--- src/sv/kalman_steer_command_framer_core_macros.svh ---
// ----------------------------------------------------------------------------
// Assertion macros for the steering command framer
// Same-cycle-implication and next-cycle-implication checks, removed in synthesis.
// ----------------------------------------------------------------------------
`ifndef KALMAN_STEER_COMMAND_FRAMER_CORE_MACROS_SVH
`define KALMAN_STEER_COMMAND_FRAMER_CORE_MACROS_SVH

`ifndef SYNTHESIS

`define KSCF_ASSERT_IMP(lbl, clk, rstn, ante, cons) \
    lbl: assert property (@(posedge clk) disable iff (!rstn) (ante) |-> (cons)) \
        else $error("kscf: same-cycle check failed");

`define KSCF_ASSERT_NXT(lbl, clk, rstn, ante, cons) \
    lbl: assert property (@(posedge clk) disable iff (!rstn) (ante) |=> (cons)) \
        else $error("kscf: next-cycle check failed");

`else

`define KSCF_ASSERT_IMP(lbl, clk, rstn, ante, cons)

`define KSCF_ASSERT_NXT(lbl, clk, rstn, ante, cons)

`endif

`endif

--- src/sv/kscf_pkg.sv ---
// ----------------------------------------------------------------------------
// kscf_pkg
// Shared types, constants and helpers of the steering command framer.
// ----------------------------------------------------------------------------
package kscf_pkg;

    localparam int SAMPLE_W = 24;
    localparam int EST_W    = 15;
    localparam int VAR_W    = 32;
    localparam int GAIN_W   = 16;
    localparam int QUOT_W   = 17;
    localparam int VAL_W    = 14;
    localparam int CFG_IDX_W = 2;

    localparam logic signed [EST_W-1:0] ANGLE_LIMIT = 15'sd12464;

    localparam logic [7:0] FRAME_HEAD0   = 8'h5a;
    localparam logic [7:0] FRAME_HEAD1   = 8'ha5;
    localparam logic [7:0] FRAME_CHANNEL = 8'h02;
    localparam logic [7:0] FRAME_TAIL    = 8'haa;

    typedef enum logic [CFG_IDX_W-1:0] {
        REG_START_EST = 2'd0,
        REG_START_VAR = 2'd1,
        REG_MEAS_VAR  = 2'd2,
        REG_PROC_VAR  = 2'd3
    } t_cfg_reg;

    typedef enum logic {
        OP_SAMPLE = 1'b0,
        OP_REINIT = 1'b1
    } t_op;

    typedef struct packed {
        logic             start;
        logic [VAR_W-1:0] p;
        logic [VAR_W:0]   d;
    } t_div_req;

    typedef struct packed {
        logic              done;
        logic [QUOT_W-1:0] quot;
    } t_div_rsp;

    typedef struct packed {
        logic             load;
        logic [VAL_W-1:0] value;
    } t_frame_req;

    typedef struct packed {
        logic busy;
    } t_frame_stat;

    function automatic logic signed [EST_W-1:0] clamp_angle(
        input logic signed [SAMPLE_W-1:0] a
    );
        logic signed [SAMPLE_W-1:0] lim;
        lim = SAMPLE_W'(ANGLE_LIMIT);
        if (a > lim) begin
            return ANGLE_LIMIT;
        end else if (a < -lim) begin
            return -ANGLE_LIMIT;
        end
        return a[EST_W-1:0];
    endfunction

endpackage

--- src/sv/kalman_steer_command_framer_core.sv ---
// ----------------------------------------------------------------------------
// kalman_steer_command_framer_core
// Scalar Kalman smoothing of steering samples, framed as six-byte commands.
// ----------------------------------------------------------------------------
//  channel   direction  signals                         content
//  s_axis    in         tvalid tready tdata tuser       sample (tdata), op (tuser)
//  m_axis    out        tvalid tready tdata tlast       frame byte, last on tail
//  cfg       in         i_cfg_valid o_cfg_ready         index, 32-bit data
//
//  A sample occupies the filter through the update sequencer and the serial gain
//  divider; a reinit reloads the start values. The six frame bytes leave from
//  an output register one per cycle as long as the sink is ready, while the
//  filter already takes the next item; a busy framer holds the filter at send.
//  Reset is synchronous, active low; config is always ready.
// ----------------------------------------------------------------------------
module kalman_steer_command_framer_core (
    input  logic        i_clk,
    input  logic        i_rst_n,
    input  logic        i_cfg_valid,
    output logic        o_cfg_ready,
    input  logic [1:0]  i_cfg_index,
    input  logic [31:0] i_cfg_data,
    input  logic        s_axis_tvalid,
    output logic        s_axis_tready,
    input  logic [23:0] s_axis_tdata,   // [23:0] steer_sample
    input  logic        s_axis_tuser,   // [0] op
    output logic        m_axis_tvalid,
    input  logic        m_axis_tready,
    output logic [7:0]  m_axis_tdata,   // [7:0] frame_byte
    output logic        m_axis_tlast
);
    import kscf_pkg::*;

    t_frame_req  frame_req;
    t_frame_stat frame_stat;

    assign o_cfg_ready = 1'b1;

    kscf_filter u_filter (
        .i_clk        (i_clk),
        .i_rst_n      (i_rst_n),
        .i_cfg_we     (i_cfg_valid && o_cfg_ready),
        .i_cfg_index  (i_cfg_index),
        .i_cfg_data   (i_cfg_data),
        .i_in_valid   (s_axis_tvalid),
        .o_in_ready   (s_axis_tready),
        .i_op         (s_axis_tuser),
        .i_sample     (s_axis_tdata),
        .o_frame_req  (frame_req),
        .i_frame_stat (frame_stat)
    );

    kscf_framer u_framer (
        .i_clk    (i_clk),
        .i_rst_n  (i_rst_n),
        .i_req    (frame_req),
        .o_stat   (frame_stat),
        .o_tvalid (m_axis_tvalid),
        .i_tready (m_axis_tready),
        .o_tdata  (m_axis_tdata),
        .o_tlast  (m_axis_tlast)
    );

endmodule

--- src/sv/kscf_div.sv ---
// ----------------------------------------------------------------------------
// kscf_div
// Restoring radix-2 divider for the gain: floor(p * 2^16 / d), one bit a cycle.
// ----------------------------------------------------------------------------
module kscf_div (
    input  logic              i_clk,
    input  logic              i_rst_n,
    input  kscf_pkg::t_div_req i_req,
    output kscf_pkg::t_div_rsp o_rsp
);
    import kscf_pkg::*;

    localparam int CNT_W = $clog2(QUOT_W);

    logic              r_busy;
    logic              r_done;
    logic [CNT_W-1:0]  r_cnt;
    logic [VAR_W:0]    r_rem;
    logic [VAR_W:0]    r_d;
    logic [QUOT_W-1:0] r_dq;

    logic [VAR_W+1:0]  trial;
    logic              ge;
    logic [VAR_W:0]    n_rem;

    always_comb begin
        trial = {r_rem, r_dq[QUOT_W-1]};
        ge    = (trial >= {1'b0, r_d});
        if (ge) begin
            n_rem = (VAR_W+1)'(trial - {1'b0, r_d});
        end else begin
            n_rem = trial[VAR_W:0];
        end
    end

    always_ff @(posedge i_clk) begin
        if (!i_rst_n) begin
            r_busy <= 1'b0;
            r_done <= 1'b0;
            r_cnt  <= '0;
        end else begin
            r_done <= 1'b0;
            if (i_req.start) begin
                // quotient fits 17 bits, so the top of the dividend is below d
                r_busy <= 1'b1;
                r_cnt  <= '0;
                r_rem  <= {2'b00, i_req.p[VAR_W-1:1]};
                r_dq   <= {i_req.p[0], 16'h0000};
                r_d    <= i_req.d;
            end else if (r_busy) begin
                r_rem <= n_rem;
                r_dq  <= {r_dq[QUOT_W-2:0], ge};
                r_cnt <= r_cnt + 1'b1;
                if (r_cnt == CNT_W'(QUOT_W - 1)) begin
                    r_busy <= 1'b0;
                    r_done <= 1'b1;
                end
            end
        end
    end

    assign o_rsp.done = r_done;
    assign o_rsp.quot = r_dq;

endmodule

--- src/sv/kscf_filter.sv ---
// ----------------------------------------------------------------------------
// kscf_filter
// Scalar Kalman update sequencer: config registers, state, shared multiplier.
// ----------------------------------------------------------------------------
`include "kalman_steer_command_framer_core_macros.svh"

module kscf_filter (
    input  logic                                i_clk,
    input  logic                                i_rst_n,
    input  logic                                i_cfg_we,
    input  logic [kscf_pkg::CFG_IDX_W-1:0]      i_cfg_index,
    input  logic [31:0]                         i_cfg_data,
    input  logic                                i_in_valid,
    output logic                                o_in_ready,
    input  logic                                i_op,
    input  logic signed [kscf_pkg::SAMPLE_W-1:0] i_sample,
    output kscf_pkg::t_frame_req                o_frame_req,
    input  kscf_pkg::t_frame_stat               i_frame_stat
);
    import kscf_pkg::*;

    localparam logic [EST_W:0]       ANGLE_OFFSET  = 16'd12464;

    typedef enum logic [3:0] {
        S_IDLE, S_PREP, S_DIVGO, S_DIV, S_MSTEP, S_UEST, S_MVAR, S_UVAR, S_SEND
    } t_state;

    t_state r_state;

    logic signed [EST_W-1:0] r_start_est;
    logic [VAR_W-1:0]        r_start_var;
    logic [VAR_W-1:0]        r_meas_var;
    logic [VAR_W-1:0]        r_proc_var;

    logic signed [EST_W-1:0] r_est;
    logic [VAR_W-1:0]        r_var;
    logic signed [EST_W-1:0] r_obs;
    logic [VAR_W-1:0]        r_p;
    logic                    r_nz;
    logic [GAIN_W-1:0]       r_gain;
    logic signed [50:0]      r_prod;
    logic [VAL_W-1:0]        r_val;

    t_div_req div_req;
    t_div_rsp div_rsp;

    logic                     accept;
    logic [VAR_W:0]           p_sum;
    logic [VAR_W:0]           noise_sum;
    logic signed [EST_W:0]    diff;
    logic signed [32:0]       m_a;
    logic signed [17:0]       m_b;
    logic signed [50:0]       m_prod;
    logic signed [33:0]       rnd;
    logic signed [17:0]       est_sum;
    logic [EST_W:0]           est_ofs;
    logic [17:0]              scaled;

    kscf_div u_div (
        .i_clk   (i_clk),
        .i_rst_n (i_rst_n),
        .i_req   (div_req),
        .o_rsp   (div_rsp)
    );

    always_comb begin
        accept    = i_in_valid && o_in_ready;
        p_sum     = {1'b0, r_var} + {1'b0, r_proc_var};
        noise_sum = {1'b0, r_p} + {1'b0, r_meas_var};
        diff      = {r_obs[EST_W-1], r_obs} - {r_est[EST_W-1], r_est};

        // one multiplier, shared by the estimate step and the variance shrink
        if (r_state == S_MVAR) begin
            m_a = {1'b0, r_p};
            m_b = {1'b0, 17'(17'h10000 - {1'b0, r_gain})};
        end else begin
            m_a = {{17{diff[EST_W]}}, diff};
            m_b = {2'b00, r_gain};
        end
        m_prod = m_a * m_b;

        rnd     = r_prod[33:0] + 34'sd32768;
        est_sum = {{3{r_est[EST_W-1]}}, r_est} + rnd[33:16];
        est_ofs = {r_est[EST_W-1], r_est} + ANGLE_OFFSET;
        scaled  = {est_ofs[EST_W-1:0], 3'b000} + {2'b00, est_ofs[EST_W-1:0], 1'b0};

        div_req.start = (r_state == S_DIVGO);
        div_req.p     = r_p;
        div_req.d     = noise_sum;

        o_frame_req.load  = (r_state == S_SEND) && !i_frame_stat.busy;
        o_frame_req.value = r_val;
    end

    assign o_in_ready = (r_state == S_IDLE);

    always_ff @(posedge i_clk) begin
        if (!i_rst_n) begin
            r_state     <= S_IDLE;
            r_start_est <= '0;
            r_start_var <= 32'd65536;
            r_meas_var  <= 32'd65536;
            r_proc_var  <= 32'd655;
            r_est       <= '0;
            r_var       <= 32'd65536;
        end else begin
            if (i_cfg_we) begin
                unique case (i_cfg_index)
                    REG_START_EST: r_start_est <= i_cfg_data[EST_W-1:0];
                    REG_START_VAR: r_start_var <= i_cfg_data;
                    REG_MEAS_VAR:  r_meas_var  <= i_cfg_data;
                    REG_PROC_VAR:  r_proc_var  <= i_cfg_data;
                    default: ;
                endcase
            end
            unique case (r_state)
                S_IDLE: begin
                    if (accept) begin
                        if (i_op == OP_REINIT) begin
                            r_est <= clamp_angle(SAMPLE_W'(r_start_est));
                            r_var <= r_start_var;
                        end else begin
                            r_obs   <= clamp_angle(i_sample);
                            r_state <= S_PREP;
                        end
                    end
                end
                S_PREP: begin
                    // saturate P + Q
                    r_p     <= p_sum[VAR_W] ? '1 : p_sum[VAR_W-1:0];
                    r_state <= S_DIVGO;
                end
                S_DIVGO: begin
                    r_nz    <= (noise_sum != '0);
                    r_state <= S_DIV;
                end
                S_DIV: begin
                    if (div_rsp.done) begin
                        if (!r_nz) begin
                            r_gain <= '0;
                        end else if (div_rsp.quot[QUOT_W-1]) begin
                            r_gain <= '1;
                        end else begin
                            r_gain <= div_rsp.quot[GAIN_W-1:0];
                        end
                        r_state <= S_MSTEP;
                    end
                end
                S_MSTEP: begin
                    r_prod  <= m_prod;
                    r_state <= S_UEST;
                end
                S_UEST: begin
                    r_est   <= clamp_angle({{6{est_sum[17]}}, est_sum});
                    r_state <= S_MVAR;
                end
                S_MVAR: begin
                    r_prod  <= m_prod;
                    r_state <= S_UVAR;
                end
                S_UVAR: begin
                    r_var   <= r_prod[47:16];
                    r_val   <= scaled[17:4];
                    r_state <= S_SEND;
                end
                S_SEND: begin
                    if (!i_frame_stat.busy) begin
                        r_state <= S_IDLE;
                    end
                end
                default: r_state <= S_IDLE;
            endcase
        end
    end

    `KSCF_ASSERT_IMP(a_est_in_range, i_clk, i_rst_n, 1'b1, (r_est <= ANGLE_LIMIT && r_est >= -ANGLE_LIMIT))
    `KSCF_ASSERT_IMP(a_zero_sum_gain, i_clk, i_rst_n, (r_state == S_MSTEP && !r_nz), (r_gain == '0))
    `KSCF_ASSERT_NXT(a_busy_after_sample, i_clk, i_rst_n, (accept && !i_op), !o_in_ready)

endmodule

--- src/sv/kscf_framer.sv ---
// ----------------------------------------------------------------------------
// kscf_framer
// Serializes one command value into the six-byte frame through an output register.
// ----------------------------------------------------------------------------
`include "kalman_steer_command_framer_core_macros.svh"

module kscf_framer (
    input  logic                  i_clk,
    input  logic                  i_rst_n,
    input  kscf_pkg::t_frame_req  i_req,
    output kscf_pkg::t_frame_stat o_stat,
    output logic                  o_tvalid,
    input  logic                  i_tready,
    output logic [7:0]            o_tdata,
    output logic                  o_tlast
);
    import kscf_pkg::*;

    localparam logic [2:0] LAST_BYTE = 3'd5;

    logic             r_busy;
    logic [2:0]       r_cnt;
    logic [VAL_W-1:0] r_val;
    logic             r_tvalid;
    logic [7:0]       r_tdata;
    logic             r_tlast;

    logic [15:0]      val16;
    logic [7:0]       cur_byte;

    always_comb begin
        val16 = {2'b00, r_val};
        case (r_cnt)
            3'd0:    cur_byte = FRAME_HEAD0;
            3'd1:    cur_byte = FRAME_HEAD1;
            3'd2:    cur_byte = FRAME_CHANNEL;
            3'd3:    cur_byte = val16[15:8];
            3'd4:    cur_byte = val16[7:0];
            default: cur_byte = FRAME_TAIL;
        endcase
    end

    always_ff @(posedge i_clk) begin
        if (!i_rst_n) begin
            r_busy   <= 1'b0;
            r_cnt    <= '0;
            r_tvalid <= 1'b0;
            r_tlast  <= 1'b0;
        end else begin
            if (r_busy && (!r_tvalid || i_tready)) begin
                r_tvalid <= 1'b1;
                r_tdata  <= cur_byte;
                r_tlast  <= (r_cnt == LAST_BYTE);
                if (r_cnt == LAST_BYTE) begin
                    r_busy <= 1'b0;
                end else begin
                    r_cnt <= r_cnt + 1'b1;
                end
            end else if (r_tvalid && i_tready) begin
                r_tvalid <= 1'b0;
            end
            if (!r_busy && i_req.load) begin
                r_busy <= 1'b1;
                r_cnt  <= '0;
                r_val  <= i_req.value;
            end
        end
    end

    assign o_stat.busy = r_busy;
    assign o_tvalid    = r_tvalid;
    assign o_tdata     = r_tdata;
    assign o_tlast     = r_tlast;

    `KSCF_ASSERT_IMP(a_last_is_tail, i_clk, i_rst_n, (r_tvalid && r_tlast), (r_tdata == FRAME_TAIL))
    `KSCF_ASSERT_IMP(a_cnt_bound, i_clk, i_rst_n, r_busy, (r_cnt <= LAST_BYTE))
    `KSCF_ASSERT_NXT(a_load_starts, i_clk, i_rst_n, (!r_busy && i_req.load), (r_busy && r_cnt == 3'd0))

endmodule
--- config.mk ---
export PLATFORM = sky130hd
export DESIGN_NAME = kalman_steer_command_framer_core
export DESIGN_NICKNAME = d
export VERILOG_FILES = /design/src/sv/kscf_pkg.sv /design/src/sv/kalman_steer_command_framer_core.sv /design/src/sv/kscf_div.sv /design/src/sv/kscf_filter.sv /design/src/sv/kscf_framer.sv
export VERILOG_INCLUDE_DIRS = /design/src /design/src/sv
export SDC_FILE = /design/constraint.sdc
export NUM_CORES = 2
export LEC_CHECK = 0
export BUFFER_PORTS_ARGS = -buffer_cell sky130_fd_sc_hd__buf_2
export CORE_MARGIN = 5
export CORE_UTILIZATION = 30
export CTS_CLUSTER_DIAMETER = 60
export CTS_CLUSTER_SIZE = 24
export DETAILED_ROUTE_END_ITERATION = 8
export HOLD_SLACK_MARGIN = 0.08
export PLACE_DENSITY = 0.48
export SLEW_MARGIN = 20
export SYNTH_ARGS = -nofsm -noshare
export SYNTH_HDL_FRONTEND = slang
export SYNTH_SLANG_ARGS = --single-unit
--- constraint.sdc ---
create_clock -name i_clk -period 10.4 [get_ports i_clk]
set_input_delay 1.04 -clock i_clk [delete_from_list [all_inputs] [get_ports i_clk]]
set_output_delay 1.04 -clock i_clk [all_outputs]
set_load 0.02 [all_outputs]
Yosys cells after proc, flatten, opt, wreduce, memory -nomap -nowiden. Index checks and enable logic that the tools add are counted.

Word-level logic and storage cells: 166. Register bits after elaboration: 406.

Reductions and logical operators: 40. Muxes and demuxes: 54. Order comparisons: 7. Add/sub/neg operators: 11. Multiply operators: 1. Bitwise gates (word level): 4. Equality and inequality tests: 22.

Operator list (number): $mux 15 (11); $mux 33 (3); $add 32x32->33 (2); $mux 32 (2); $pmux 32 s2 (1); $mux 17 (3); $mul 33x18->48 (1); $pmux 8 s5 (1); $pmux 4 s9 (1); $add 34x16->34 const B (1); $ge 34x33->1 (1); $reduce_bool 33->1 (1); $sub 33x33->33 (1); $mux 31 (1); $pmux 15 s2 (1); $reduce_and 2->1 (13); $mux 1 (25); $gt 24x15->1 const B (1); $lt 24x15->1 const B (1); $add 18x16->18 (1); $add 18x18->18 (1); $gt 18x15->1 const B (1); $lt 18x15->1 const B (1); $sub 17x16->17 const A (1); 31 further kinds (63).

Depth between registers and ports, before layout.
Word-level depth: 11. Mapped depth: 40.

Cells and area by module. A second synthesis with hierarchy kept.

Cells, all modules: 4725. Area, all modules: 41636.2 sq um.

By module, submodules not included: kscf_filter (area each 34953.5 sq um, instances 1, cells each 4086); kscf_div (area each 5495.3 sq um, instances 1, cells each 551); kscf_framer (area each 1176.1 sq um, instances 1, cells each 86); kalman_steer_command_framer_core (area each 11.3 sq um, instances 1, cells each 2).

Worst setup path after synthesis. No wires, ideal clock.

Path kind: register to register. Start point: reg u_filter.r_est[1]. End point: reg u_filter.r_prod[47], data pin. Required time: 10.140 ns. Buffers on the path: 2. Library setup time: 0.260 ns. Period minus slack after synthesis: 9.026 ns. Cell stages (with the launch flop): 38. Arrival: 8.766 ns. Slack: 1.374 ns. Cells stage by stage: dfxtp_1 -> inv_1 -> ha_1 -> nand2b_1 -> a21oi_1 -> o41ai_1 -> a211o_1 -> nor2_1 -> o31ai_1 -> nand2b_1 -> a21o_1 -> a21oi_1 -> clkbuf_1 -> a21o_1 -> clkbuf_1 -> nand2_1 -> fa_1 -> fa_1 -> [2 not listed] -> fa_1 -> fa_1 -> inv_1 -> fa_1 -> inv_1 -> ha_1 -> and3_1 -> nand4_1 -> a2111oi_0 -> a41oi_1 -> o21a_1 -> o31a_1 -> o31ai_1 -> o21a_1 -> o21ai_0 -> nand2b_1 -> a21oi_1 -> xnor2_1.

Word-level cells in the longest chain between the ends: 3.

Ends and longest elaborated chain: from (decl) (RTL line kscf_filter.sv:35) `logic signed [EST_W-1:0] r_est;`; from (signal assigned) (RTL line kscf_filter.sv:120) `r_est <= clamp_angle(SAMPLE_W'(r_start_est));`; from (signal assigned) (RTL line kscf_filter.sv:154) `r_est <= clamp_angle({{6{est_sum[17]}}, est_sum});`; $sub 15x15->16 (RTL line kscf_filter.sv:70) `diff = {r_obs[EST_W-1], r_obs} - {r_est[EST_W-1], r_est};`; $mux 33 (RTL line kscf_filter.sv:73) `if (r_state == S_MVAR) begin`; $mul 33x18->48 (RTL line kscf_filter.sv:80) `m_prod = m_a * m_b;`; via u_filter.m_prod[47] (RTL line kscf_filter.sv:53) `logic signed [50:0] m_prod;`; to (signal assigned) (RTL line kscf_filter.sv:150) `r_prod <= m_prod;`; to (signal assigned) (RTL line kscf_filter.sv:158) `r_prod <= m_prod;`; to (decl) (RTL line kscf_filter.sv:41) `logic signed [50:0] r_prod;`.

The timed path passes the listed nets, and every way through them passes these cells. A chain may end at the register's enable or synchronous reset.

Worst setup path after layout.
Start point: reg u_filter.r_est[2]. End point: reg u_filter.r_prod[47], data pin.

The elaborated chain is that of the path after synthesis.

==> impl_metrics.ini <==
[synthesis]
synth_edf_count = 216
synth_top_cell_by_area = fa_1
avgSynthCellArea_um2 = 8.91
synth_most_common_cell = inv_1
synthDistinctLibCells = 77
synth_top_flop_cell = edfxtp_1
synth_area_leaders = fa_1, edfxtp_1, dfxtp_1
synthArstFlopShare = 0
yosysWarnings = 0
ys_seq_area_frac = 0.248
syn_inst = 4523
netlist_area_um2 = 40300
synth_nets = 5368
synth_top_area_frac = 0.258
ys_seq_elements = 391
yosys-top-cells-count = inv_1, nand2_1, fa_1

[die]
coreArea_um2 = 133000
io_pins = 76
chipHeight_um = 377
design.die.area_um2 = 142000
die_x_um = 377
row_count = 134
initial_core_util = 0.302

[pwr]
netSwitchingPower_uw = 8290
pwr-share-seq = 0.144
power.leakage_uw = 0.0201
power_frac_clock = 0.108
ir_worst_vdd_mv = 0.537
p_int_uw = 8370
power.density_nw_per_um2 = 372
swShare = 0.498
p_comb_frac = 0.748

[sta]
slew_violations = 0
period_share = 0.935
max_freq_ghz = 0.103
report.final.hold_viol_count = 0
slew_headroom = 0.270
rsz0062_at_grt = false
fin_ws_ps = 679
setup_viol = 0
clock-skew-final_ps = 43.4
fin_tns_setup_ps = 0
worst_pin_slew_ps = 1080
min_period_ps = 9720

[place]
gp_congestion = 0.857
post-place-cells = 6275
dp_hpwl_um = 97900
pre_cts_ws_ps = 402
port_buffers = 74

[setup_path]
cp_slowest_stage_delay_ps = 590
arrival_ps = 10070
crit_start = u_filter.r_est[2]
worst_path_most_repeated_cell = fa_1
setup.worst_path.start_class = register
cp.required_ps = 10750
critPathMaxFanout = 16
endpoint = u_filter.r_prod[47]
cp_slowest_cell = fa_1
worstSetupPathType = register to register
timing.critical_path.to_type = register
worstRegToRegCells = 37
r2r_end = u_filter.r_prod[47]
reg2reg_setup_slack_ps = 680
reg2reg_from = u_filter.r_est[2]

[finish]
area_delta_synth_final_pct = 11.2
fin_util = 0.336
drive_above_1_share = 0.0658
seq_area_um2 = 9990
fin_cells = 6361
nFillCells = 14006
multi_input_area_um2 = 27300
antennaDiodeCount = 0
fin_nets = 5400

[route]
postRouteAntennaNets = 0
viasPerCell = 4.81
drt-total-wl_um = 123000
post_drt_wl_per_cell_um = 19.3
vias = 30590
drtIter0Drc = 1792
drc = 0
dr.pass1.iters = 7

[run_status]
status = finished, final reports clean

[global_routing]
grt_pass1_vias = 31615
gr-total-overflow = 0
track_usage = 0.174
antenna_found_initial = 3
grt_max_degree = 75
grt_pass1_wl_um = 192000

[clock_network]
cts_tree = built
cts_max_path_buffers = 3
cts_buffers = 46
h-tree-depth = 2
clk_latency_ps = 640
clkTransAtPathRegs_ps = 70
cts-root-buf = clkbuf_16
clkSinkCount = 391

[hold_path]
hp-class = register to register

[flow_run]
drv_cap = 0
==> power groups by stage <==
stage,sequential (uW),clock (uW),combinational [uW]
3_5_place_dp,2430,0,12200
5_1_grt,2400,1920,14200
6_report,2390,1800,12500
3_3_place_gp,2430,0,12400
4_1_cts,2390,1860,12500
2_1_floorplan,2400,0,8920
==> cell families after synthesis <==
logic type,count (synthesis),share of synthesized area
compound gates,750,0.116
xor+xnor,199,0.0432
simple gates,1481,0.160
buf+inv,870,0.0811
other cells,1,0.0000930
flops,391,0.248
mux,50,0.0124
fa+ha+maj,781,0.339
==> worst max-delay path: cells and delay by family, from the launching register on <==
kind | cells | cell delay, ps
fa+ha+maj | 8 | 3920
compound gates | 15 | 3280
simple gates | 6 | 950
buf+inv | 5 | 490
flops | 1 | 430
xor+xnor | 2 | 280
mux | 1 | 100
==> per-layer routing <==
metal  track usage  up-vias  wire, um
met4        0.0322        0      2220
met5             0        -         0
met1         0.245    15252     57600
met3        0.0196      108      5050
li1              -    14663         -
met2         0.293      567     58000
==> repair_timing <==
item / CTS / global route
setup endpoints to repair: 0 / 3
hold buffers: 0 / 0
resized for setup: 0 / 6
buffers inserted: 0 / 0
==> state kept, by name, indices dropped and copies added (netlist names), 3 cells and up <==
register	cells
u_filter.r_est	15
u_filter.r_gain	16
u_filter.r_meas_var	32
u_filter.r_obs	15
u_filter.r_p	32
u_filter.r_proc_var	32
u_filter.r_prod	33
u_filter.r_start_est	15
u_filter.r_start_var	32
u_filter.r_state	4
u_filter.r_val	14
u_filter.r_var	32
u_filter.u_div.r_cnt	5
u_filter.u_div.r_d	33
u_filter.u_div.r_dq	17
u_filter.u_div.r_rem	33
u_framer.o_tdata	8
u_framer.r_cnt	3
u_framer.r_val	14
==> worst min path at each step <==
| stage | startpoint | slack [ps] | endpoint | cells after the start |
|---|---|---|---|---|
| after CTS | u_filter.r_val[7] | 420 | u_framer.r_val[7] | 0 |
| after floorplan | u_filter.r_val[0] | 400 | u_framer.r_val[0] | 0 |
| after global routing | u_filter.r_val[11] | 430 | u_framer.r_val[11] | 0 |
| final | u_filter.r_val[7] | 420 | u_framer.r_val[7] | 0 |
| after global placement | u_filter.r_val[7] | 400 | u_framer.r_val[7] | 0 |
| after detailed placement | u_filter.r_val[2] | 400 | u_framer.r_val[2] | 0 |
==> metrics by stage <==
step / total power [uW] / hold slack (ps) / cell area, um2
floorplan: 11300 / 400 / 40300
global placement: 14800 / 403 / 43100
detailed placement: 14600 / 405 / 43100
CTS: 16800 / 425 / 44800
global route: 18500 / 428 / 44800
finish: 16700 / 422 / 44800
==> layout by cell type (no fill, tap or decap), drive strengths merged, types with 17 or more instances in the layout <==
cell type,n
inv,708
nand2,664
fa,520
nor2,444
a21oi,295
ha,261
edfxtp,216
dfxtp,175
buf,162
o21ai,136
xnor2,125
a21o,74
xor2,74
nand2b,70
o21a,61
nor3,52
mux2i,50
clkbuf,49
a211oi,47
and2,44
nand3,38
nor2b,37
and3,34
nand4,23
a31oi,19
o21bai,17
nor4,17
==> layout make-up <==
cell class	count	share of cell area
Inverter	692	0.0580
Sequential cell	391	0.223
Tap cell	1768	0.0494
Timing Repair Buffer	162	0.0231
Multi-Input combinational cell	3262	0.609
Clock inverter	37	0.0106
Clock buffer	49	0.0271
Power figures use the tool's default switching activity.
